==> src/rtl/outstanding_request_tracker_defines.svh <==
// assertion macros for the outstanding request tracker
`ifndef OUTSTANDING_REQUEST_TRACKER_DEFINES_SVH
`define OUTSTANDING_REQUEST_TRACKER_DEFINES_SVH

`ifndef SYNTHESIS
// same-cycle implication, sampled on clk, off while arst_n is low
`define ORT_ASSERT_IMP(name, ante, cons, msg) \
	name: assert property (@(posedge clk) disable iff (!arst_n) (ante) |-> (cons)) \
		else $error(msg);
// next-cycle implication, sampled on clk, off while arst_n is low
`define ORT_ASSERT_NXT(name, ante, cons, msg) \
	name: assert property (@(posedge clk) disable iff (!arst_n) (ante) |=> (cons)) \
		else $error(msg);
`else
`define ORT_ASSERT_IMP(name, ante, cons, msg)
`define ORT_ASSERT_NXT(name, ante, cons, msg)
`endif

`endif

==> src/rtl/ort_pkg.sv <==
// shared types and constants of the outstanding request tracker
package ort_pkg;

	localparam int SLOTS_DEF = 64;
	localparam int SEQ_W     = 64;
	localparam int TS_W      = 64;
	localparam int CFG_IDX_W = 1;
	localparam int CFG_DAT_W = 32;

	typedef logic [1:0] op_t;
	localparam op_t OP_ISSUE = 2'd0;
	localparam op_t OP_CPL   = 2'd1;
	localparam op_t OP_RESET = 2'd2;
	localparam op_t OP_NOP   = 2'd3;

	typedef logic [2:0] status_t;
	localparam status_t ST_OK        = 3'd0;
	localparam status_t ST_BAD_MAGIC = 3'd1;
	localparam status_t ST_BAD_CORE  = 3'd2;
	localparam status_t ST_BAD_SLOT  = 3'd3;
	localparam status_t ST_BAD_SEQ   = 3'd4;

	typedef logic [CFG_IDX_W-1:0] cfg_idx_t;
	localparam cfg_idx_t CFG_OWN_CORE = 1'd0;
	localparam cfg_idx_t CFG_MAGIC    = 1'd1;

	// write side of the slot memories
	typedef struct packed {
		logic             seq_we;
		logic             ts_we;
		logic [SEQ_W-1:0] seq;
		logic [TS_W-1:0]  ts;
	} slot_wr_t;

endpackage

==> src/rtl/ort_prio_enc.sv <==
// lowest-set-bit priority encoder
module ort_prio_enc #(
	parameter int N     = ort_pkg::SLOTS_DEF,
	parameter int IDX_W = $clog2(ort_pkg::SLOTS_DEF)
) (
	input  logic [N-1:0]     vec,
	output logic             found,
	output logic [IDX_W-1:0] idx
);
	import ort_pkg::*;

	always_comb begin
		found = 1'b0;
		idx   = '0;
		for (int i = N - 1; i >= 0; i--) begin
			if (vec[i]) begin
				found = 1'b1;
				idx   = IDX_W'(i);
			end
		end
	end

endmodule

==> config.mk <==
export PLATFORM = sky130hd
export DESIGN_NAME = ort_prio_enc
export DESIGN_NICKNAME = d
export VERILOG_FILES = /design/src/rtl/outstanding_request_tracker_defines.svh /design/src/rtl/ort_pkg.sv /design/src/rtl/ort_prio_enc.sv
export SDC_FILE = /design/constraint.sdc
export NUM_CORES = 1
export LEC_CHECK = 0
export ABC_CLOCK_PERIOD_IN_PS = 2500
export CORE_AREA = 3 3 40 42
export DETAILED_ROUTE_END_ITERATION = 16
export DIE_AREA = 0 0 43 45
export DONT_BUFFER_PORTS = 1
export PLACE_DENSITY = 0.8
export SYNTH_ARGS = -nofsm -noshare
export SYNTH_HDL_FRONTEND = slang
export SYNTH_SLANG_ARGS = --single-unit
==> constraint.sdc <==
create_clock -name vclk -period 2.5
set_input_delay 0.625 -clock vclk [all_inputs]
set_output_delay 0.625 -clock vclk [all_outputs]
set_load 0.03 [all_outputs]
======== Yosys cells after proc, flatten, opt, wreduce, memory -nomap -nowiden ========
Cells that the tools add are included.
operators by class
  multiplexer cells ....................... 128
operators with widths
  cell    count
  $mux 6  64
  $mux 1  64
word-level totals
  register bits after elaboration ......... 0
  input port bits ......................... 64

======== Longest topological paths before layout ========
  depth after elaboration ................. 64
  mapped depth ............................ 6

======== Least setup slack after synthesis ========
No wires, ideal clock.
  path kind ............................... input to output
  start point ............................. input port vec[56]
  end point ............................... output port idx[2]
  cell stages on the path ................. 6
  slack ................................... -0.222 ns
  arrival time ............................ 2.097 ns
  cells stage by stage .................... or4_4 > o21ai_1 > a21oi_1 > o21ai_1 > o2111ai_1 > a21boi_1
between the ends
  longest elaborated chain between the ends .. 57
ends and longest elaborated chain
  what                   line                RTL
  from (decl)            ort_prio_enc.sv:6   input logic [N-1:0] vec,
  $mux 6 (57 in series)  ort_prio_enc.sv:16  if (vec[i]) begin
  to (decl)              ort_prio_enc.sv:8   output logic [IDX_W-1:0] idx
No other way between the ends.

======== Worst setup path in the final report ========
Ends and elaborated chain as after synthesis.

==> flow_summary.toml <==
[grt]
grt_max_degree = 6
grt_antenna_before_repair = 0
gr-total-overflow = 0
grt.total_usage_pct = 28.0
grt_first_pass_wirelength_mm = 4.38
grt_pass1_vias = 1158

[worst_setup_path]
crit_type = "in2out"
worst_ep_arrival_time_ns = 1.97
cp_max_fo = 3
crit_chain = "or4_4 -> o21ai_2 -> a21oi_2 -> o21ai_1 -> o2111ai_1 -> a21boi_2 -> buf_6"
worstSetupStartpointType = "input port"
cp_slowest_cell = "or4_4"
end_kind = "output pin"
critPathRequiredTime_ns = 1.88
cp_slowest_stage_delay_ns = 0.53

[drt]
remaining_drc_errors = 0
routedWlPerCell_um = 18.4
wl_mm = 3.02
drtIter0Drc = 38
routed_via_density = 7.24
ant_nets = 0
firstDrtPassIters = 4
vias = 1188

[outcome]
status = "finished with violations"
violations = "negative setup slack"

[placed_design]
gp_congestion = 0.935
dpl_cell_area_sq_um = 870
io_buffers = 0
hpwl_mm = 2.33

[floorplan]
die-area_sq_um = 1940
core_region_area_sq_um = 1280
ios = 71
row_count = 13
die_w_um = 43
initial_core_util_pct = 59.4
die_h_um = 45

[yosys]
synth_cell_types = 34
yosysTopAreaCell = "nor2_1"
netlist_instances = 140
synth.top_cells.by_area = "nor2_1 14%, nor4_1 12%, a21oi_1 8.5%, nor3_1 7.2%, inv_1 5.9%"
yosys_warnings = 0
synth_top_area_share_pct = 14.3
syn_area_per_cell_sq_um = 5.45
netlist_area_sq_um = 763
seq_area_frac_synth_pct = 0
syn_nets = 204

[timing]
whs_ns = 1.54
slew_viol_final = 0
post-route-min-period_ns = 2.59
rsz0062_at_grt = "yes"
fin_setup_tns_ns = -0.209
fmax_mhz = 386
hold_violations = 0
max_slew_margin_pct = 66.7
setup_ws_ns = -0.0926
tightest_slew_ns = 0.498
setup_viol = 4
post-route-period-util_pct = 104

[pwr]
ir_worst_vdd_uv = 53.8
cellPowerDensity_nw_per_um2 = 82.1
p_leak_nw = 0.313
p_total_w = 0.0000788

[finish]
design_area_sq_um = 961
multi_input_area_sq_um = 826
antenna_cells = 0
areaGrowthSynthToFinish_pct = 25.9
seqCellArea_sq_um = 0
fin_nets = 215
drive_gt1_share_pct = 22.8
nFlopsAndLatches = 0
clockBufferCount = 0
mostFrequentLayoutCell = "nor2_1"
final_cell_mix = "29 x nor2_1, 12 x inv_1, 11 x nor4_1, 11 x a21oi_1, 10 x nor3_1"
fillers = 108

[flow_run]
maxCapViolations = 0

[hold_path]
holdCritPathClass = "in2out"
## power by group
group	switching [W]	internal, W
clock network	0	0
registers	0	0
logic	0.0000427	0.0000361
total	0.0000427	0.0000361
## per-stage QoR
stage               instances  setup WS, ns  util, %
global placement          164       -0.0422     67.7
floorplan                 140       -0.0432        -
finish                    164       -0.0926     74.8
detailed placement        164        -0.104     67.7
CTS                       164       -0.0792     68.9
global route              164        -0.146     74.8
## cells in the mapped netlist (2+ instances only)
library cell / count
nor2_1: 29
nor4_1: 15
inv_1: 12
a311oi_1: 2
o311ai_1: 2
nand3_1: 4
nor2b_1: 3
nand2_1: 8
o21ai_1: 4
nor3_1: 11
o21ai_0: 8
o31ai_1: 2
nand4_1: 2
and3_1: 2
a31oi_1: 2
o211ai_1: 2
or4_4: 3
a21oi_1: 13
## critical path: cells and delay by family
kind	cells	cell delay (ns)
AOI/OAI and AO/OA	5	0.66
and+or+nand+nor	1	0.53
buffers and inverters	1	0.15
## final cells by class
class | count | area share, %
timing repair buffer | 9 | 7.42
multi-input combinational | 128 | 85.9
tap | 15 | 1.95
inverter | 12 | 4.69
## final timing paths
check	from	to	cells past startpoint
setup / recovery	vec[56]	idx[2]	7
hold / removal	vec[0]	idx[3]	2
## cells by family (layout without fill, tap and decap cells)
logic type,count (synthesis),after routing,share of synthesized area [%]
AND/OR/NAND/NOR,82,82,55.1
AO/OA/AOI/OAI,46,46,39.0
buffers and inverters,12,21,5.90
## repair_timing
item                                    in CTS  in global routing
resized for setup                            5                 16
buffers inserted                             0                  0
hold buffers                                 0                  0
pin swaps                                    1                  0
endpoints found under the setup margin       5                  7
## per-layer routing
| metal | track usage, % | wire [um] | up-vias |
|---|---|---|---|
| met1 | 28.1 | 1040 | 528 |
| met4 | 12.0 | 76 | 0 |
| met5 | 0 | 0 | - |
| met2 | 55.7 | 1640 | 86 |
| met3 | 5.58 | 265 | 8 |
| li1 | - | - | 566 |
No activity file was read; power rests on OpenSTA's default activity.
